**src/hw/rtl/rtsc_pkg.sv**
```systemverilog
// ----------------------------------------------------------------------------
// rtsc_pkg
// Shared types and constants of the resistive touch scan controller.
// ----------------------------------------------------------------------------
package rtsc_pkg;

   localparam int STEP_W   = 6;
   localparam int SAMPLE_W = 12;
   localparam int THRESH_W = 13;
   localparam int CSR_IDX_W  = 1;
   localparam int CSR_DATA_W = 13;

   localparam logic [7:0] CMD_Z1   = 8'hB1;
   localparam logic [7:0] CMD_Z2   = 8'hC1;
   localparam logic [7:0] CMD_X    = 8'hD1;
   localparam logic [7:0] CMD_Y    = 8'h91;
   localparam logic [7:0] CMD_NONE = 8'h00;

   localparam logic [SAMPLE_W-1:0] FULL_SCALE = 12'hFFF;

   localparam logic [THRESH_W-1:0] THRESH_RESET = 13'd400;
   localparam logic                PEN_EN_RESET = 1'b1;

   localparam logic EV_SCAN = 1'b0;
   localparam logic EV_BYTE = 1'b1;

   localparam logic RES_TX     = 1'b0;
   localparam logic RES_REPORT = 1'b1;

   localparam logic [CSR_IDX_W-1:0] CSR_THRESHOLD = 1'b0;
   localparam logic [CSR_IDX_W-1:0] CSR_PEN_EN    = 1'b1;

   localparam logic [1:0] PH_CMD  = 2'd0;
   localparam logic [1:0] PH_HIGH = 2'd1;
   localparam logic [1:0] PH_LOW  = 2'd2;

   localparam logic [STEP_W-1:0] STEP_Z2    = 6'd3;
   localparam logic [STEP_W-1:0] STEP_READS = 6'd6;
   localparam logic [STEP_W-1:0] STEP_TAIL  = 6'd9;

   typedef enum logic [1:0] {
      ST_IDLE = 2'b01,
      ST_BUSY = 2'b10
   } state_type;

   typedef struct packed {
      logic       event_kind;
      logic       pen_irq_asserted;
      logic [7:0] rx_byte;
   } req_type;

   typedef struct packed {
      logic                result_kind;
      logic [7:0]          tx_byte;
      logic                select_active;
      logic                pressed;
      logic [SAMPLE_W-1:0] x_position;
      logic [SAMPLE_W-1:0] y_position;
   } rsp_type;

endpackage

```
**src/hw/rtl/rtsc_req_if.sv**
```systemverilog
// ----------------------------------------------------------------------------
// rtsc_req_if
// Input channel: scan requests and received link bytes.
// ----------------------------------------------------------------------------
interface rtsc_req_if;
   logic       valid;
   logic       ready;
   logic       event_kind;
   logic       pen_irq_asserted;
   logic [7:0] rx_byte;

   modport source (output valid, output event_kind, output pen_irq_asserted,
                   output rx_byte, input ready);
   modport sink (input valid, input event_kind, input pen_irq_asserted,
                 input rx_byte, output ready);
endinterface

```
**src/hw/rtl/rtsc_rsp_if.sv**
```systemverilog
// ----------------------------------------------------------------------------
// rtsc_rsp_if
// Result channel: bytes to transmit and touch reports.
// ----------------------------------------------------------------------------
interface rtsc_rsp_if;
   logic        valid;
   logic        ready;
   logic        result_kind;
   logic [7:0]  tx_byte;
   logic        select_active;
   logic        pressed;
   logic [11:0] x_position;
   logic [11:0] y_position;

   modport source (output valid, output result_kind, output tx_byte,
                   output select_active, output pressed, output x_position,
                   output y_position, input ready);
   modport sink (input valid, input result_kind, input tx_byte,
                 input select_active, input pressed, input x_position,
                 input y_position, output ready);
endinterface

```
**src/hw/rtl/rtsc_average.sv**
```systemverilog
// ----------------------------------------------------------------------------
// rtsc_average
// Sum divided by the sample count through a reciprocal multiply, clamped.
// ----------------------------------------------------------------------------
module rtsc_average
   import rtsc_pkg::*;
#(
   parameter int SAMPLES = 3,
   parameter int SUM_W   = 14
) (
   input  logic [SUM_W-1:0]    sum,
   output logic [SAMPLE_W-1:0] avg
);

   localparam int SHIFT  = SUM_W + 3;
   localparam int MULT_W = SHIFT + 1;
   localparam logic [MULT_W-1:0] MULT =
      MULT_W'(((64'd1 << SHIFT) + 64'(SAMPLES) - 64'd1) / 64'(SAMPLES));

   logic [SUM_W+MULT_W-1:0] product;
   logic [SUM_W-1:0]        quotient;

   assign product  = (SUM_W+MULT_W)'(sum) * (SUM_W+MULT_W)'(MULT);
   assign quotient = product[SHIFT +: SUM_W];
   assign avg      = (quotient > SUM_W'(FULL_SCALE)) ? FULL_SCALE
                                                     : quotient[SAMPLE_W-1:0];

endmodule

```
**src/hw/rtl/rtsc_sequencer.sv**
```systemverilog
// ----------------------------------------------------------------------------
// rtsc_sequencer
// Scan state, sample capture, pressure test and accumulation; one item per
// cycle while fire is high, at most one result per item.
// ----------------------------------------------------------------------------
module rtsc_sequencer
   import rtsc_pkg::*;
#(
   parameter int SAMPLES = 3
) (
   input  logic                clock,
   input  logic                reset,
   input  logic                fire,
   input  req_type             item,
   input  logic [THRESH_W-1:0] pressure_threshold,
   input  logic                pen_irq_enable,
   output logic                has_result,
   output rsp_type             result
);

   localparam int SUM_W = $clog2(SAMPLES * 4095 + 1);
   localparam int READS = 6 * SAMPLES;

   state_type           state_ff, state_in;
   logic [STEP_W-1:0]   step_ff, step_in;
   logic [1:0]          phase_ff, phase_in;
   logic                axis_ff, axis_in;
   logic [7:0]          high_ff, high_in;
   logic [SAMPLE_W-1:0] z1_ff, z1_in;
   logic                touch_ff, touch_in;
   logic [SUM_W-1:0]    xsum_ff, xsum_in;
   logic [SUM_W-1:0]    ysum_ff, ysum_in;

   logic [15:0]         rx_word;
   logic [SAMPLE_W-1:0] sample;
   logic                touch_next;
   logic [STEP_W-1:0]   reads_len;
   logic [STEP_W-1:0]   reads_end;
   logic [STEP_W-1:0]   t_next;
   logic [1:0]          phase_next;
   logic                axis_next;
   logic                last;
   logic [THRESH_W-1:0] pressure;
   logic [7:0]          next_byte;
   logic [SAMPLE_W-1:0] x_avg, y_avg;

   rtsc_average #(.SAMPLES(SAMPLES), .SUM_W(SUM_W)) u_avg_x (
      .sum (xsum_ff),
      .avg (x_avg)
   );

   rtsc_average #(.SAMPLES(SAMPLES), .SUM_W(SUM_W)) u_avg_y (
      .sum (ysum_ff),
      .avg (y_avg)
   );

   assign rx_word    = {high_ff, item.rx_byte};
   assign sample     = rx_word[14:3];
   assign touch_next = (phase_ff == PH_LOW && step_ff >= STEP_Z2 && step_ff < STEP_READS)
                       ? (pressure >= pressure_threshold) : touch_ff;
   assign reads_len  = touch_next ? STEP_W'(READS) : '0;
   assign reads_end  = STEP_READS + reads_len;
   assign t_next     = step_ff + STEP_W'(1);
   assign last       = t_next >= (STEP_TAIL + reads_len);
   assign phase_next = (phase_ff == PH_LOW) ? PH_CMD : phase_ff + 2'd1;
   assign axis_next  = (phase_next == PH_CMD && t_next >= STEP_TAIL) ? ~axis_ff : axis_ff;
   assign pressure   = (z1_ff == '0) ? '0
                       : THRESH_W'(z1_ff) + THRESH_W'(FULL_SCALE - sample);

   always_comb begin
      next_byte = CMD_NONE;
      if (phase_next == PH_CMD) begin
         if (t_next == STEP_Z2) begin
            next_byte = CMD_Z2;
         end else if (t_next >= STEP_READS && t_next < reads_end) begin
            next_byte = axis_next ? CMD_Y : CMD_X;
         end
      end
   end

   always_comb begin
      state_in   = state_ff;
      step_in    = step_ff;
      phase_in   = phase_ff;
      axis_in    = axis_ff;
      high_in    = high_ff;
      z1_in      = z1_ff;
      touch_in   = touch_ff;
      xsum_in    = xsum_ff;
      ysum_in    = ysum_ff;
      has_result = 1'b0;
      result     = '0;
      if (fire) begin
         if (item.event_kind == EV_SCAN) begin
            if (state_ff == ST_IDLE) begin
               has_result = 1'b1;
               if (pen_irq_enable && !item.pen_irq_asserted) begin
                  result.result_kind = RES_REPORT;
               end else begin
                  state_in = ST_BUSY;
                  step_in  = '0;
                  phase_in = PH_CMD;
                  axis_in  = 1'b0;
                  high_in  = '0;
                  z1_in    = '0;
                  touch_in = 1'b0;
                  xsum_in  = '0;
                  ysum_in  = '0;
                  result.result_kind   = RES_TX;
                  result.tx_byte       = CMD_Z1;
                  result.select_active = 1'b1;
               end
            end
         end else if (state_ff == ST_BUSY) begin
            case (phase_ff)
               PH_CMD: begin
               end
               PH_HIGH: begin
                  high_in = item.rx_byte;
               end
               PH_LOW: begin
                  if (step_ff < STEP_Z2) begin
                     z1_in = sample;
                  end else if (step_ff < STEP_READS) begin
                     touch_in = pressure >= pressure_threshold;
                  end else if (step_ff < reads_end) begin
                     if (axis_ff) begin
                        ysum_in = ysum_ff + SUM_W'(sample);
                     end else begin
                        xsum_in = xsum_ff + SUM_W'(sample);
                     end
                  end
               end
               default: begin
               end
            endcase
            has_result = 1'b1;
            if (last) begin
               state_in = ST_IDLE;
               step_in  = '0;
               phase_in = PH_CMD;
               axis_in  = 1'b0;
               high_in  = '0;
               z1_in    = '0;
               touch_in = 1'b0;
               xsum_in  = '0;
               ysum_in  = '0;
               result.result_kind = RES_REPORT;
               result.pressed     = touch_ff;
               result.x_position  = touch_ff ? x_avg : '0;
               result.y_position  = touch_ff ? y_avg : '0;
            end else begin
               step_in  = t_next;
               phase_in = phase_next;
               axis_in  = axis_next;
               result.result_kind   = RES_TX;
               result.tx_byte       = next_byte;
               result.select_active = 1'b1;
            end
         end
      end
   end

   always_ff @(posedge clock) begin
      if (reset) begin
         state_ff <= ST_IDLE;
         step_ff  <= '0;
         phase_ff <= PH_CMD;
         axis_ff  <= 1'b0;
         high_ff  <= '0;
         z1_ff    <= '0;
         touch_ff <= 1'b0;
         xsum_ff  <= '0;
         ysum_ff  <= '0;
      end else begin
         state_ff <= state_in;
         step_ff  <= step_in;
         phase_ff <= phase_in;
         axis_ff  <= axis_in;
         high_ff  <= high_in;
         z1_ff    <= z1_in;
         touch_ff <= touch_in;
         xsum_ff  <= xsum_in;
         ysum_ff  <= ysum_in;
      end
   end

endmodule

```
**src/hw/rtl/resistive_touch_scan_controller.sv**
```systemverilog
// ----------------------------------------------------------------------------
// resistive_touch_scan_controller
// Host-side scan sequencer for a resistive touch ADC on a full-duplex link.
//
// req_ch carries scan requests (event_kind 0) and bytes received from the
// link (event_kind 1). rsp_ch returns, per item, at most one result: a byte
// to transmit with select active, or a touch report with pressure flag and
// averaged X/Y positions. Requests while a scan runs and bytes while idle
// give no result.
// An accepted item is held in the input register until it advances; its
// result is then registered in the result register, which drives rsp_ch.valid.
// One item is accepted every cycle; the input register and the result
// register each hold one item, so the input keeps flowing until both are
// full while rsp_ch.ready is low, then req_ch.ready drops.
// Synchronous reset empties both registers, ends any scan and restores the
// pressure threshold to 400 and pen interrupt checking to on.
// csr_* writes take effect at the clock edge with csr_write_en high; the user
// must make them only while the block is idle; the block does not enforce it.
// ----------------------------------------------------------------------------
module resistive_touch_scan_controller
   import rtsc_pkg::*;
#(
   parameter int SAMPLES = 3
) (
   input  logic                  clock,
   input  logic                  reset,
   rtsc_req_if.sink              req_ch,
   rtsc_rsp_if.source            rsp_ch,
   input  logic                  csr_write_en,
   input  logic [CSR_IDX_W-1:0]  csr_index,
   input  logic [CSR_DATA_W-1:0] csr_wdata
);

   logic                in_valid_ff, in_valid_in;
   req_type             in_item_ff;
   logic                out_valid_ff, out_valid_in;
   rsp_type             out_item_ff;
   logic [THRESH_W-1:0] threshold_ff, threshold_in;
   logic                pen_en_ff, pen_en_in;

   logic    advance;
   logic    seq_has;
   rsp_type seq_result;

   assign advance      = in_valid_ff && (!out_valid_ff || rsp_ch.ready);
   assign req_ch.ready = !in_valid_ff || advance;
   assign in_valid_in  = (req_ch.valid && req_ch.ready) || (in_valid_ff && !advance);
   assign out_valid_in = advance ? seq_has : (out_valid_ff && !rsp_ch.ready);

   rtsc_sequencer #(.SAMPLES(SAMPLES)) u_seq (
      .clock              (clock),
      .reset              (reset),
      .fire               (advance),
      .item               (in_item_ff),
      .pressure_threshold (threshold_ff),
      .pen_irq_enable     (pen_en_ff),
      .has_result         (seq_has),
      .result             (seq_result)
   );

   always_comb begin
      threshold_in = threshold_ff;
      pen_en_in    = pen_en_ff;
      if (csr_write_en) begin
         case (csr_index)
            CSR_THRESHOLD: threshold_in = csr_wdata[THRESH_W-1:0];
            CSR_PEN_EN:    pen_en_in    = csr_wdata[0];
            default: begin
            end
         endcase
      end
   end

   always_ff @(posedge clock) begin
      if (reset) begin
         in_valid_ff  <= 1'b0;
         out_valid_ff <= 1'b0;
         threshold_ff <= THRESH_RESET;
         pen_en_ff    <= PEN_EN_RESET;
      end else begin
         in_valid_ff  <= in_valid_in;
         out_valid_ff <= out_valid_in;
         threshold_ff <= threshold_in;
         pen_en_ff    <= pen_en_in;
      end
   end

   always_ff @(posedge clock) begin
      if (req_ch.valid && req_ch.ready) begin
         in_item_ff.event_kind       <= req_ch.event_kind;
         in_item_ff.pen_irq_asserted <= req_ch.pen_irq_asserted;
         in_item_ff.rx_byte          <= req_ch.rx_byte;
      end
      if (advance && seq_has) begin
         out_item_ff <= seq_result;
      end
   end

   assign rsp_ch.valid         = out_valid_ff;
   assign rsp_ch.result_kind   = out_item_ff.result_kind;
   assign rsp_ch.tx_byte       = out_item_ff.tx_byte;
   assign rsp_ch.select_active = out_item_ff.select_active;
   assign rsp_ch.pressed       = out_item_ff.pressed;
   assign rsp_ch.x_position    = out_item_ff.x_position;
   assign rsp_ch.y_position    = out_item_ff.y_position;

`ifndef SYNTHESIS
   a_in_hold: assert property (@(posedge clock) disable iff (reset)
      in_valid_ff && !advance |=> in_valid_ff && $stable(in_item_ff))
      else $error("input register lost or changed a stalled item");

   a_report_no_select: assert property (@(posedge clock) disable iff (reset)
      out_valid_ff && out_item_ff.result_kind == RES_REPORT |->
         !out_item_ff.select_active && out_item_ff.tx_byte == CMD_NONE)
      else $error("report carries select or a byte");

   a_idle_positions: assert property (@(posedge clock) disable iff (reset)
      out_valid_ff && !out_item_ff.pressed |->
         out_item_ff.x_position == '0 && out_item_ff.y_position == '0)
      else $error("positions set without a press");

   a_tx_select: assert property (@(posedge clock) disable iff (reset)
      out_valid_ff && out_item_ff.result_kind == RES_TX |->
         out_item_ff.select_active && !out_item_ff.pressed)
      else $error("transmit result without select");
`endif

endmodule
```
**src/flat_wrapper.sv**
```systemverilog
// flat-port wrapper written by rule: the top's interface ports become plain ports
module resistive_touch_scan_controller_flat import rtsc_pkg::*;
#(
   parameter int SAMPLES = 3
)
  (clock, reset, csr_write_en, csr_index, csr_wdata, req_ch_valid, req_ch_event_kind, req_ch_pen_irq_asserted, req_ch_rx_byte, req_ch_ready, rsp_ch_valid, rsp_ch_result_kind, rsp_ch_tx_byte, rsp_ch_select_active, rsp_ch_pressed, rsp_ch_x_position, rsp_ch_y_position, rsp_ch_ready);
  rtsc_req_if req_ch_i ();
  rtsc_rsp_if rsp_ch_i ();
  input  logic clock;
  input  logic reset;
  input  logic csr_write_en;
  input  logic [CSR_IDX_W-1:0] csr_index;
  input  logic [CSR_DATA_W-1:0] csr_wdata;
  input wire logic [$bits(req_ch_i.valid)-1:0] req_ch_valid;
  input wire logic [$bits(req_ch_i.event_kind)-1:0] req_ch_event_kind;
  input wire logic [$bits(req_ch_i.pen_irq_asserted)-1:0] req_ch_pen_irq_asserted;
  input wire logic [$bits(req_ch_i.rx_byte)-1:0] req_ch_rx_byte;
  output wire logic [$bits(req_ch_i.ready)-1:0] req_ch_ready;
  output wire logic [$bits(rsp_ch_i.valid)-1:0] rsp_ch_valid;
  output wire logic [$bits(rsp_ch_i.result_kind)-1:0] rsp_ch_result_kind;
  output wire logic [$bits(rsp_ch_i.tx_byte)-1:0] rsp_ch_tx_byte;
  output wire logic [$bits(rsp_ch_i.select_active)-1:0] rsp_ch_select_active;
  output wire logic [$bits(rsp_ch_i.pressed)-1:0] rsp_ch_pressed;
  output wire logic [$bits(rsp_ch_i.x_position)-1:0] rsp_ch_x_position;
  output wire logic [$bits(rsp_ch_i.y_position)-1:0] rsp_ch_y_position;
  input wire logic [$bits(rsp_ch_i.ready)-1:0] rsp_ch_ready;
  assign req_ch_i.valid = req_ch_valid;
  assign req_ch_i.event_kind = req_ch_event_kind;
  assign req_ch_i.pen_irq_asserted = req_ch_pen_irq_asserted;
  assign req_ch_i.rx_byte = req_ch_rx_byte;
  assign req_ch_ready = req_ch_i.ready;
  assign rsp_ch_valid = rsp_ch_i.valid;
  assign rsp_ch_result_kind = rsp_ch_i.result_kind;
  assign rsp_ch_tx_byte = rsp_ch_i.tx_byte;
  assign rsp_ch_select_active = rsp_ch_i.select_active;
  assign rsp_ch_pressed = rsp_ch_i.pressed;
  assign rsp_ch_x_position = rsp_ch_i.x_position;
  assign rsp_ch_y_position = rsp_ch_i.y_position;
  assign rsp_ch_i.ready = rsp_ch_ready;
  resistive_touch_scan_controller #(.SAMPLES(SAMPLES)) u_core (.clock(clock), .reset(reset), .req_ch(req_ch_i), .rsp_ch(rsp_ch_i), .csr_write_en(csr_write_en), .csr_index(csr_index), .csr_wdata(csr_wdata));
endmodule
```
**config.mk**
```make
export PLATFORM = sky130hd
export DESIGN_NAME = resistive_touch_scan_controller_flat
export DESIGN_NICKNAME = d
export VERILOG_FILES = /design/src/hw/rtl/rtsc_pkg.sv /design/src/hw/rtl/rtsc_req_if.sv /design/src/hw/rtl/rtsc_rsp_if.sv /design/src/hw/rtl/rtsc_average.sv /design/src/hw/rtl/rtsc_sequencer.sv /design/src/hw/rtl/resistive_touch_scan_controller.sv /design/src/flat_wrapper.sv
export SDC_FILE = /design/constraint.sdc
export NUM_CORES = 1
export LEC_CHECK = 0
export ABC_AREA = 1
export ABC_CLOCK_PERIOD_IN_PS = 12570
export BUFFER_PORTS_ARGS = -buffer_cell sky130_fd_sc_hd__clkbuf_2
export CAP_MARGIN = 20
export CORE_AREA = 2 2 156 158
export CTS_CLUSTER_SIZE = 25
export DETAILED_ROUTE_END_ITERATION = 8
export DIE_AREA = 0 0 158 160
export PLACE_DENSITY = 0.77
export SKIP_LAST_GASP = 1
export SYNTH_ARGS = -nofsm -noshare
export SYNTH_HDL_FRONTEND = slang
export SYNTH_SLANG_ARGS = --single-unit
```
**constraint.sdc**
```tcl
create_clock -name clock -period 12.57 [get_ports clock]
set_clock_uncertainty 0.05 [all_clocks]
set_input_delay 3.1425 -clock clock [delete_from_list [all_inputs] [get_ports clock]]
set_output_delay 3.1425 -clock clock [all_outputs]
set_load 0.01 [all_outputs]
```
==> impl_metrics.env, run 1 <==
export IMPL_insertedDiodeCount=0
export IMPL_drt_initial_drc_count=498
export IMPL_hpwl_um=24500
export IMPL_syn_to_final_growth_pct=8.38
export IMPL_synthDistinctLibCells=49
export IMPL_place_gp_congestion=0.943
export IMPL_path_clk_slew_ns=0.06
export IMPL_netlist_instances=1748
export IMPL_synth_seq_area_share=0.196
export IMPL_slew_violations=0
export IMPL_die_height_um=160
export IMPL_setup_viol=0
export IMPL_start_util=0.586
export IMPL_crit_chain="clkbuf_2 -> inv_1 -> nand3_1 -> clkbuf_2"
export IMPL_num_rows=57
export IMPL_leakagePower_nw=8.35
export IMPL_die_w_um=158
export IMPL_ff2ff_path_depth=35
export IMPL_io_pins=66
export IMPL_async_flop_share=0
export IMPL_cp_slowest_cell="clkbuf_2"
export IMPL_critPathRequiredTime_ns=9.38
export IMPL_finalCritPeriodShare=0.537
export IMPL_tritoncts="built"
export IMPL_synth_seq_cells=116
export IMPL_finalSetupTns_ns=0
export IMPL_relSlewSlack=0.336
export IMPL_grt_total_usage=0.254
export IMPL_overflow=0
export IMPL_wl_per_cell_um=14.6
export IMPL_clock_fmax_mhz=148
export IMPL_cts_root_buf="clkbuf_16"
export IMPL_port_buffers=62
export IMPL_r2r_end="u_core.u_seq.ysum_ff[11]$_SDFFE_PP0P_"
export IMPL_layout_nets=2199
export IMPL_core_area_mm2=0.0238
export IMPL_syn_area_mm2=0.0140
export IMPL_final_cell_area_mm2=0.0151
export IMPL_vias=11500
export IMPL_hold_depth=2
export IMPL_crit_type="in2out"
export IMPL_fin_util=0.636
export IMPL_start_kind="input port"
export IMPL_hold_path_class="reg2reg"
export IMPL_wl_um=31200
export IMPL_ys_flop_type="dfxtp_1"
export IMPL_dieArea_mm2=0.0253
export IMPL_cts_made_buffers=17
export IMPL_holdPathEnd="u_core.threshold_ff[2]$_SDFFE_PP0P_"
export IMPL_yosys_warnings=0
export IMPL_period_needed_ns=6.75
export IMPL_cts_sinks=116
export IMPL_grt_max_degree=35
export IMPL_drive_gt1_frac=0.0666
export IMPL_clk_path_buf_depth=2
export IMPL_ir_worst_vdd_mv=0.0823
export IMPL_insertion_delay_ns=0.42
export IMPL_ant_nets=0
export IMPL_post_cts_buffers=0
export IMPL_ff2ff_setup_slack_ns=6.47
export IMPL_outcome="complete, no violations"
export IMPL_syn_area_per_cell_um2=7.99
export IMPL_dr_pass1_iters=7
export IMPL_endpoint_kind="output port"
export IMPL_crit_arrival_ns=3.56
export IMPL_cts_hold_buf=0
export IMPL_fillers=2064
export IMPL_hold_start="u_core.threshold_ff[2]$_SDFFE_PP0P_"
export IMPL_hold_violations=0
export IMPL_drv_cap=0
export IMPL_r2r_start="u_core.in_item_ff[3]$_DFFE_PP_"
export IMPL_dpl_cell_area_mm2=0.0146
export IMPL_antenna_found_initial=0
export IMPL_critPathMaxStageDelay_ns=0.16
export IMPL_power_density_mw_per_mm2=67.5
export IMPL_rsz0062_at_grt="false"
export IMPL_remaining_drc_errors=0
export IMPL_synth_edf_count=41
export IMPL_critPathMostFrequentCell="clkbuf_2"
export IMPL_cts_htree_levels=4
export IMPL_tightest_slew_ns=0.994
export IMPL_routed_via_density=5.38
export IMPL_grt_pass1_vias=11300
export IMPL_cts_resized=0
export IMPL_crit_fanout=3
export IMPL_grt_pass1_wl_um=52200
## registers in the layout, summed over array words and instances, names as in the netlist, 2 cells and up
signal	flops
u_core.u_seq.xsum_ff	14
u_core.u_seq.ysum_ff	14
u_core.threshold_ff	13
u_core.rsp_ch.x_position	12
u_core.rsp_ch.y_position	12
u_core.u_seq.z1_ff	12
u_core.in_item_ff	10
u_core.u_seq.high_ff	7
u_core.u_seq.step_ff	6
u_core.rsp_ch.tx_byte	4
u_core.u_seq.phase_ff	2
u_core.u_seq.state_ff	2
## placed cells by master, fill, tap and decap left out, drive strengths merged, types with 2 or more instances in the layout
cell type | netlist | layout
o31a | 2 | 2
o31ai | 2 | 2
edfxtp | 41 | 41
o21ai | 83 | 83
a31oi | 7 | 7
nand4 | 20 | 20
nor2 | 176 | 176
or2 | 6 | 6
a21boi | 2 | 2
o2111ai | 4 | 4
xor2 | 28 | 28
nor3b | 2 | 2
o21a | 6 | 6
dfxtp | 75 | 75
fa | 109 | 109
a211oi | 3 | 3
xnor2 | 14 | 14
o221ai | 5 | 5
a21oi | 161 | 161
nand2 | 262 | 262
nor4 | 4 | 4
o21bai | 11 | 11
conb | 1 | 3
a221oi | 3 | 3
bufinv | 0 | 2
and2 | 2 | 2
inv | 335 | 339
o211ai | 5 | 5
ha | 256 | 256
a21o | 14 | 14
clkbuf | 12 | 79
clkinv | 1 | 8
nor3 | 25 | 25
clkinvlp | 0 | 2
nand3 | 53 | 53
## layout make-up
class / instances / area, um^2 / share of cell area
clock buffer: 17 / 425 / 0.0281
clock inverter: 15 / 156 / 0.0103
inverter: 336 / 1260 / 0.0835
multi-input combinational: 1271 / 9840 / 0.650
sequential: 116 / 2730 / 0.181
tap: 324 / 405 / 0.0268
timing repair buffer: 63 / 318 / 0.0210
## Yosys cell counts (all sizes together) (2+ instances only)
| master | count | area (um^2) |
|---|---|---|
| inv | 335 | 1260 |
| nand2 | 262 | 996 |
| ha | 256 | 3200 |
| nor2 | 176 | 688 |
| a21oi | 161 | 806 |
| fa | 109 | 2180 |
| o21ai | 83 | 415 |
| dfxtp | 75 | 1500 |
| nand3 | 53 | 290 |
| edfxtp | 41 | 1230 |
| xor2 | 28 | 245 |
| nor3 | 25 | 130 |
| nand4 | 20 | 131 |
| buf | 15 | 105 |
| a21o | 14 | 105 |
| xnor2 | 14 | 123 |
| clkbuf | 12 | 45.0 |
| o21bai | 11 | 82.6 |
| a31oi | 7 | 43.8 |
| o21a | 6 | 45.0 |
| or2 | 6 | 37.5 |
| o211ai | 5 | 37.5 |
| o221ai | 5 | 43.8 |
| nor4 | 4 | 25.0 |
| o2111ai | 4 | 35.0 |
| a211oi | 3 | 22.5 |
| a221oi | 3 | 26.3 |
| a21boi | 2 | 15.0 |
| and2 | 2 | 12.5 |
| nor3b | 2 | 15.0 |
| o31a | 2 | 17.5 |
| o31ai | 2 | 20.0 |
## metal layers
layer  part of all wire  up-vias  global-route usage
li1                   -     5829                   -
met1               0.45     5386               0.331
met2               0.49      259               0.449
met3              0.036       57              0.0274
met4              0.021        0              0.0672
met5                  0        -                   0
## logic make-up (layout without fill, tap and decap cells)
family | Yosys count | after routing | synth area share
buf+inv | 363 | 431 | 0.101
xor+xnor | 42 | 42 | 0.0263
compound gates | 309 | 309 | 0.124
simple gates | 552 | 552 | 0.168
fa+ha+maj | 365 | 365 | 0.386
other cells | 1 | 3 | 0.000268
flops | 116 | 116 | 0.196
## per-stage QoR
stage / total power, W / setup slack, ns / hold slack (ns) / instances
floorplan: 0.000503 / 6.05 / 0.385 / 1750
global route: 0.00106 / 5.76 / 0.444 / 2142
detailed placement: 0.000536 / 5.82 / 0.405 / 2110
global placement: 0.000532 / 5.86 / 0.402 / 2110
CTS: 0.00103 / 5.81 / 0.416 / 2142
finish: 0.00102 / 5.82 / 0.412 / 2142
## power breakdown
group / leakage (nW) / total [W] / switching, W / internal, W
logic: 7.08 / 0.000123 / 0.0000766 / 0.0000463
clock network: 0.282 / 0.000492 / 0.000199 / 0.000293
registers: 0.994 / 0.000406 / 0.00000838 / 0.000398
## worst max path at each step
stage / slack [ns] / depth (start not counted) / from / to
floorplan: 6.05 / 2 / rsp_ch_ready / req_ch_ready
finish: 5.82 / 4 / rsp_ch_ready / req_ch_ready
global route: 5.76 / 4 / rsp_ch_ready / req_ch_ready
CTS: 5.81 / 4 / rsp_ch_ready / req_ch_ready
global placement: 5.86 / 4 / rsp_ch_ready / req_ch_ready
detailed placement: 5.82 / 4 / rsp_ch_ready / req_ch_ready
## worst max-delay path: cells and delay by family
family | cells | cell delay [ns]
buffers and inverters | 3 | 0.30
and+or+nand+nor | 1 | 0.12
(Power assumes the default switching activity.)
==> inputs of run 2 (changes only) <==
--- a/config.mk
+++ b/config.mk
@@ -6,14 +6,14 @@
 export NUM_CORES = 1
 export LEC_CHECK = 0
 export ABC_AREA = 1
-export ABC_CLOCK_PERIOD_IN_PS = 12570
+export ABC_CLOCK_PERIOD_IN_PS = 5600
 export BUFFER_PORTS_ARGS = -buffer_cell sky130_fd_sc_hd__clkbuf_2
 export CAP_MARGIN = 20
-export CORE_AREA = 2 2 156 158
+export CORE_AREA = 2 2 159 161
 export CTS_CLUSTER_SIZE = 25
 export DETAILED_ROUTE_END_ITERATION = 8
-export DIE_AREA = 0 0 158 160
-export PLACE_DENSITY = 0.77
+export DIE_AREA = 0 0 161 163
+export PLACE_DENSITY = 0.78
 export SKIP_LAST_GASP = 1
 export SYNTH_ARGS = -nofsm -noshare
 export SYNTH_HDL_FRONTEND = slang
==> constraint.sdc (replaced) <==
create_clock -name clock -period 5.6 [get_ports clock]
set_clock_uncertainty 0.05 [all_clocks]
set_input_delay 1.4 -clock clock [delete_from_list [all_inputs] [get_ports clock]]
set_output_delay 1.4 -clock clock [all_outputs]
set_load 0.01 [all_outputs]
==> impl_metrics.env, run 2 (same netlist as run 1, synthesis figures left out) <==
export IMPL_cts_sinks=116
export IMPL_slew_violations=0
export IMPL_hpwl_um=25300
export IMPL_crit_fanout=6
export IMPL_fin_cells=2192
export IMPL_drt_initial_drc_count=724
export IMPL_tightest_slew_ns=1.01
export IMPL_clk_path_buf_depth=2
export IMPL_clock_fmax_mhz=188
export IMPL_die_height_um=163
export IMPL_ff2ff_setup_slack_ns=0.29
export IMPL_wl_um=32700
export IMPL_endpoint_kind="flop"
export IMPL_seqCellArea_mm2=0.00274
export IMPL_start_util=0.566
export IMPL_crit_family="adder cells"
export IMPL_ff2ff_path_depth=21
export IMPL_cts_made_buffers=17
export IMPL_power_density_mw_per_mm2=142
export IMPL_hold_depth=2
export IMPL_grt_max_degree=35
export IMPL_insertedDiodeCount=0
export IMPL_hold_start="u_core.threshold_ff[6]$_SDFFE_PP0P_"
export IMPL_finalCritPeriodShare=0.949
export IMPL_critPathMaxStageDelay_ns=0.53
export IMPL_port_buffers=62
export IMPL_syn_to_final_growth_pct=11.7
export IMPL_holdPathEnd="u_core.threshold_ff[6]$_SDFFE_PP0P_"
export IMPL_critPathRequiredTime_ns=5.72
export IMPL_antenna_found_initial=0
export IMPL_path_buf_inv=4
export IMPL_ir_worst_vdd_mv=0.185
export IMPL_num_rows=58
export IMPL_grt_pass1_vias=11500
export IMPL_cts_root_buf="clkbuf_16"
export IMPL_place_gp_congestion=0.913
export IMPL_die_w_um=161
export IMPL_dieArea_mm2=0.0262
export IMPL_layout_common_cells="328 x inv_1, 257 x nand2_1, 255 x ha_1"
export IMPL_overflow=0
export IMPL_layout_nets=2243
export IMPL_insertion_delay_ns=0.43
export IMPL_hold_path_class="reg2reg"
export IMPL_tritoncts="built"
export IMPL_relSlewSlack=0.327
export IMPL_start_kind="flop"
export IMPL_dr_pass1_iters=5
export IMPL_grt_pass1_wl_um=52800
export IMPL_dp_cells=2144
export IMPL_crit_chain="ha_1 -> inv_1 -> fa_1 -> inv_1 -> fa_1 -> fa_1 -> inv_1 -> fa_1 -> inv_1 -> fa_1 -> ha_1 -> a21oi_2 -> o21a_1 -> nor2_1 -> nor2_1 -> nand3_2 -> nand3_1 -> nand3_2 -> xnor2_4 -> a31oi_1 -> a21oi_1"
export IMPL_final_cell_area_mm2=0.0156
export IMPL_fillers=2076
export IMPL_finalHoldWorstSlack_ns=0.417
export IMPL_multi_input_area_mm2=0.0100
export IMPL_vias=11900
export IMPL_cts_hold_buf=0
export IMPL_leakagePower_nw=8.57
export IMPL_hold_violations=0
export IMPL_critPathMostFrequentCell="fa_1"
export IMPL_grt_total_usage=0.246
export IMPL_wl_per_cell_um=14.9
export IMPL_r2r_start="u_core.u_seq.ysum_ff[12]$_SDFFE_PP0P_"
export IMPL_dpl_cell_area_mm2=0.0148
export IMPL_crit_arrival_ns=5.44
export IMPL_remaining_drc_errors=0
export IMPL_drv_cap=0
export IMPL_dp_slack_ns=-0.0846
export IMPL_period_needed_ns=5.31
export IMPL_drive_gt1_frac=0.106
export IMPL_setup_ws_ns=0.288
export IMPL_top_regs="u_core.u_seq.xsum_ff: 14 flops, u_core.u_seq.ysum_ff: 14 flops, u_core.threshold_ff: 13 flops"
export IMPL_outcome="complete, no violations"
export IMPL_cp_slowest_cell="fa_1"
export IMPL_ant_nets=0
export IMPL_core_area_mm2=0.0247
export IMPL_io_pins=66
export IMPL_r2r_end="u_core.rsp_ch.y_position[9]$_SDFFCE_PN0P_"
export IMPL_routed_via_density=5.44
export IMPL_path_clk_slew_ns=0.06
export IMPL_mostFrequentLayoutCell="inv_1"
export IMPL_finalSetupTns_ns=0
export IMPL_cts_htree_levels=4
export IMPL_setup_viol=0
export IMPL_crit_type="reg2reg"
## run 2: what timing repair did
action,CTS,global route
gates resized for setup,1,48
pin swaps,0,6
setup endpoints to repair,12,83
cloned,0,6
setup buffers,0,10
## run 2: how the worst max path moves through the flow
stage / from / slack (ns) / depth (start not counted) / end
final: u_core.u_seq.ysum_ff[12]$_SDFFE_PP0P_ / 0.29 / 21 / u_core.rsp_ch.y_position[9]$_SDFFCE_PN0P_
after global placement: u_core.u_seq.ysum_ff[12]$_SDFFE_PP0P_ / 0.06 / 21 / u_core.rsp_ch.y_position[9]$_SDFFCE_PN0P_
after floorplan: u_core.u_seq.ysum_ff[10]$_SDFFE_PP0P_ / 0.51 / 21 / u_core.rsp_ch.y_position[10]$_SDFFCE_PN0P_
after CTS: u_core.u_seq.ysum_ff[13]$_SDFFE_PP0P_ / 0.14 / 19 / u_core.rsp_ch.y_position[8]$_SDFFCE_PN0P_
after global routing: u_core.in_item_ff[3]$_DFFE_PP_ / -0.04 / 39 / u_core.u_seq.ysum_ff[4]$_SDFFE_PP0P_
after detailed placement: u_core.u_seq.ysum_ff[13]$_SDFFE_PP0P_ / -0.08 / 19 / u_core.rsp_ch.y_position[8]$_SDFFCE_PN0P_
## run 2: cell type report
cell class | instances | area share
multi-input cells | 1275 | 0.642
clock buffers | 18 | 0.0275
inverters | 336 | 0.0816
clock inverters | 14 | 0.00674
repair buffers | 103 | 0.0399
well taps | 330 | 0.0265
flip-flops and latches | 116 | 0.175
## run 2: worst register-to-register path, cell delays in order (launching register included)
cell and delay [ns]:
dfxtp_1 0.37, ha_1 0.30, inv_1 0.05, fa_1 0.53, inv_1 0.07, fa_1 0.48, fa_1 0.51, inv_1 0.06
fa_1 0.53, inv_1 0.06, fa_1 0.42, ha_1 0.33, a21oi_2 0.16, o21a_1 0.14, nor2_1 0.04, nor2_1 0.11
nand3_2 0.12, nand3_1 0.10, nand3_2 0.15, xnor2_4 0.22, a31oi_1 0.18, a21oi_1 0.08
## run 2: routing by layer
metal	global-route usage	wire, um	up-vias
li1	-	-	5934
met1	0.307	14200	5562
met2	0.442	16000	351
met5	0	0	-
met3	0.0267	1670	73
met4	0.0913	827	0
## run 2: per-stage QoR
stage / power (W) / util
final: 0.00221 / 0.632
after global routing: 0.00230 / 0.632
after CTS: 0.00222 / 0.621
after detailed placement: 0.00121 / 0.599
after global placement: 0.00120 / 0.599
after floorplan: 0.00113 / -
## run 2: where the power goes
| part | leakage [nW] | total (W) | switching [W] | internal [W] |
|---|---|---|---|---|
| combinational | 7.33 | 0.000295 | 0.000182 | 0.000113 |
| clock | 0.251 | 0.00101 | 0.000442 | 0.000568 |
| sequential | 0.995 | 0.000907 | 0.0000144 | 0.000893 |
==> inputs of run 3 (changes only) <==
--- a/config.mk
+++ b/config.mk
@@ -9,12 +9,13 @@
 export ABC_CLOCK_PERIOD_IN_PS = 5600
 export BUFFER_PORTS_ARGS = -buffer_cell sky130_fd_sc_hd__clkbuf_2
 export CAP_MARGIN = 20
-export CORE_AREA = 2 2 159 161
+export CORE_AREA = 2 2 168 170
 export CTS_CLUSTER_SIZE = 25
 export DETAILED_ROUTE_END_ITERATION = 8
-export DIE_AREA = 0 0 161 163
-export PLACE_DENSITY = 0.78
+export DIE_AREA = 0 0 170 172
+export PLACE_DENSITY = 0.79
 export SKIP_LAST_GASP = 1
 export SYNTH_ARGS = -nofsm -noshare
 export SYNTH_HDL_FRONTEND = slang
+export SYNTH_HIERARCHICAL = 1
 export SYNTH_SLANG_ARGS = --single-unit
==> impl_metrics.env, run 3 <==
export IMPL_outcome="complete, no violations"
export IMPL_top_regs="u_core/u_seq/xsum_ff: 14 flops, u_core/u_seq/ysum_ff: 14 flops, u_core/threshold_ff: 13 flops"
export IMPL_netlist_instances=2211
export IMPL_rsz0062_at_grt="false"
export IMPL_antenna_found_initial=0
export IMPL_core_area_mm2=0.0275
export IMPL_finalHoldWorstSlack_ns=0.420
export IMPL_power_total_w=0.00251
export IMPL_start_util=0.580
export IMPL_drt_initial_drc_count=776
export IMPL_drive_gt1_frac=0.0841
export IMPL_hpwl_um=30600
export IMPL_grt_pass1_vias=13500
export IMPL_cts_hold_buf=0
export IMPL_drv_cap=0
export IMPL_finalSetupTns_ns=0
export IMPL_layout_nets=2675
export IMPL_io_pins=66
export IMPL_cts_made_buffers=17
export IMPL_critPathMaxStageDelay_ns=0.59
export IMPL_ant_nets=0
export IMPL_grt_total_usage=0.263
export IMPL_routed_via_density=5.23
export IMPL_period_needed_ns=5.23
export IMPL_syn_area_per_cell_um2=7.20
export IMPL_syn_to_final_growth_pct=8.53
export IMPL_fillers=2407
export IMPL_cts_htree_levels=4
export IMPL_port_buffers=65
export IMPL_insertion_delay_ns=0.44
export IMPL_cts_sinks=120
export IMPL_path_clk_slew_ns=0.07
export IMPL_dieArea_mm2=0.0292
export IMPL_yosys_warnings=6
export IMPL_relSlewSlack=0.582
export IMPL_ff2ff_path_depth=19
export IMPL_synthTopCellsByCount="496 x nand2_1, 469 x inv_1, 271 x nor2_1"
export IMPL_yosys_area_top_type="ha_1"
export IMPL_grt_pass1_wl_um=62100
export IMPL_vias=13800
export IMPL_mostFrequentLayoutCell="nand2_1"
export IMPL_crit_chain="ha_1 -> inv_1 -> fa_1 -> fa_1 -> inv_1 -> fa_1 -> fa_1 -> ha_1 -> ha_1 -> nand2_2 -> inv_1 -> a21oi_2 -> nand2_1 -> a21oi_1 -> nand3b_1 -> nand2_4 -> nand2_1 -> inv_1 -> nor2_1"
export IMPL_dpl_cell_area_mm2=0.0165
export IMPL_clk_path_buf_depth=2
export IMPL_tightest_slew_ns=0.627
export IMPL_async_flop_share=0
export IMPL_crit_fanout=12
export IMPL_remaining_drc_errors=0
export IMPL_place_gp_congestion=0.935
export IMPL_seqCellArea_mm2=0.00286
export IMPL_layout_common_cells="496 x nand2_1, 469 x inv_1, 269 x nor2_1"
export IMPL_ir_worst_vdd_mv=0.160
export IMPL_tritoncts="built"
export IMPL_die_height_um=172
export IMPL_final_cell_area_mm2=0.0173
export IMPL_finalCritPeriodShare=0.934
export IMPL_ys_flop_type="dfxtp_1"
export IMPL_yosysMostFrequentCell="nand2_1"
export IMPL_synth_seq_area_share=0.179
export IMPL_critPathRequiredTime_ns=5.73
export IMPL_clock_fmax_mhz=191
export IMPL_insertedDiodeCount=0
export IMPL_overflow=0
export IMPL_setup_viol=0
export IMPL_hold_path_class="reg2reg"
export IMPL_leakagePower_nw=9.98
export IMPL_num_rows=61
export IMPL_cts_root_buf="clkbuf_16"
export IMPL_multi_input_area_mm2=0.0111
export IMPL_synth_seq_cells=120
export IMPL_start_kind="flop"
export IMPL_slew_violations=0
export IMPL_syn_area_mm2=0.0159
export IMPL_synth_edf_count=45
export IMPL_endpoint_kind="flop"
export IMPL_hold_violations=0
export IMPL_crit_type="reg2reg"
export IMPL_grt_max_degree=40
export IMPL_cp_slowest_cell="fa_1"
export IMPL_synthDistinctLibCells=52
export IMPL_synth_area_leaders="ha_1 20%, fa_1 14%, nand2_1 12%"
export IMPL_power_density_mw_per_mm2=145
export IMPL_wl_um=37500
export IMPL_dr_pass1_iters=6
export IMPL_synth_top_cell_area_share=0.201
export IMPL_crit_arrival_ns=5.36
export IMPL_die_w_um=170
export IMPL_wl_per_cell_um=14.2
export IMPL_hold_depth=2
run 3: cell count changes after synthesis, moves of 7 or more:
cell,delta
o21ai_0,-40
o21ai_1,+20
nand2_1,+237
nand3b_1,+14
nand2_2,+30
inv_1,+139
buf_6,+7
a21oi_1,-52
nor3_1,-7
nand3_1,+36
nor2_1,+102
xor2_1,-8
run 3: cell families (layout without fill, tap and decap cells):
family	after synthesis	in the layout	share of synthesized area
and+or+nand+nor	978	979	0.267
buffers and inverters	508	588	0.127
adders and majority gates	365	365	0.338
AOI/OAI and AO/OA	210	210	0.0728
DFF	120	120	0.179
xor gates and xnor gates	29	29	0.0159
other	1	3	0.000235
run 3: per-layer routing:
| metal | global-route usage | part of all wire |
|---|---|---|
| met1 | 0.322 | 0.44 |
| met2 | 0.479 | 0.49 |
| met3 | 0.0282 | 0.038 |
| met4 | 0.101 | 0.032 |
| met5 | 0 | 0 |
run 3: timing repair:
item                                    4_1_cts  5_1_grt
endpoints found under the hold margin         0        0
resized for setup                             0       14
endpoints found under the setup margin        0       66
setup buffers                                 0        3
run 3: path summary, 6_finish.rpt:
check,from,endpoint,slack [ns]
worst max-delay path,u_core/u_seq/ysum_ff[10]$_SDFFE_PP0P_,u_core/rsp_ch.y_position[0]$_DFFE_PP_,0.37
worst min-delay path,u_core/pen_en_ff$_SDFFE_PP1P_,u_core/pen_en_ff$_SDFFE_PP1P_,0.42
worst max register to register,u_core/u_seq/ysum_ff[10]$_SDFFE_PP0P_,u_core/rsp_ch.y_position[0]$_DFFE_PP_,0.37
worst min register to register,u_core/pen_en_ff$_SDFFE_PP1P_,u_core/pen_en_ff$_SDFFE_PP1P_,0.42
run 3: power breakdown:
group | switching (W) | leakage [nW] | internal [W]
sequential | 0.0000205 | 1.05 | 0.000922
clock | 0.000529 | 0.297 | 0.000606
combinational | 0.000268 | 8.63 | 0.000163
total | 0.000817 | 9.98 | 0.00169
run 3: stage by stage:
| stage | util | std cells | setup slack [ns] |
|---|---|---|---|
| 6_report | 0.629 | 2640 | 0.369 |
| 3_5_place_dp | 0.602 | 2603 | 0.258 |
| 2_1_floorplan | - | 2213 | 0.676 |
| 4_1_cts | 0.624 | 2635 | 0.234 |
| 3_3_place_gp | 0.602 | 2603 | 0.333 |
| 5_1_grt | 0.629 | 2640 | 0.00287 |
run 3: critical path: cells and delay by family, from the launching register on:
family / cells / cell delay, ns
AO/OA/AOI/OAI: 2 / 0.37
adder cells (fa/ha/maj): 7 / 3.08
buffers and inverters: 4 / 0.34
flip-flops: 1 / 0.43
AND/OR/NAND/NOR: 6 / 0.71
run 3: layout make-up:
| class | count | area share |
|---|---|---|
| clock buffers | 17 | 0.0246 |
| clock inverters | 15 | 0.0104 |
| inverters | 479 | 0.105 |
| multi-input cells | 1586 | 0.643 |
| flip-flops and latches | 120 | 0.165 |
| well taps | 346 | 0.0250 |
| repair buffers | 77 | 0.0269 |
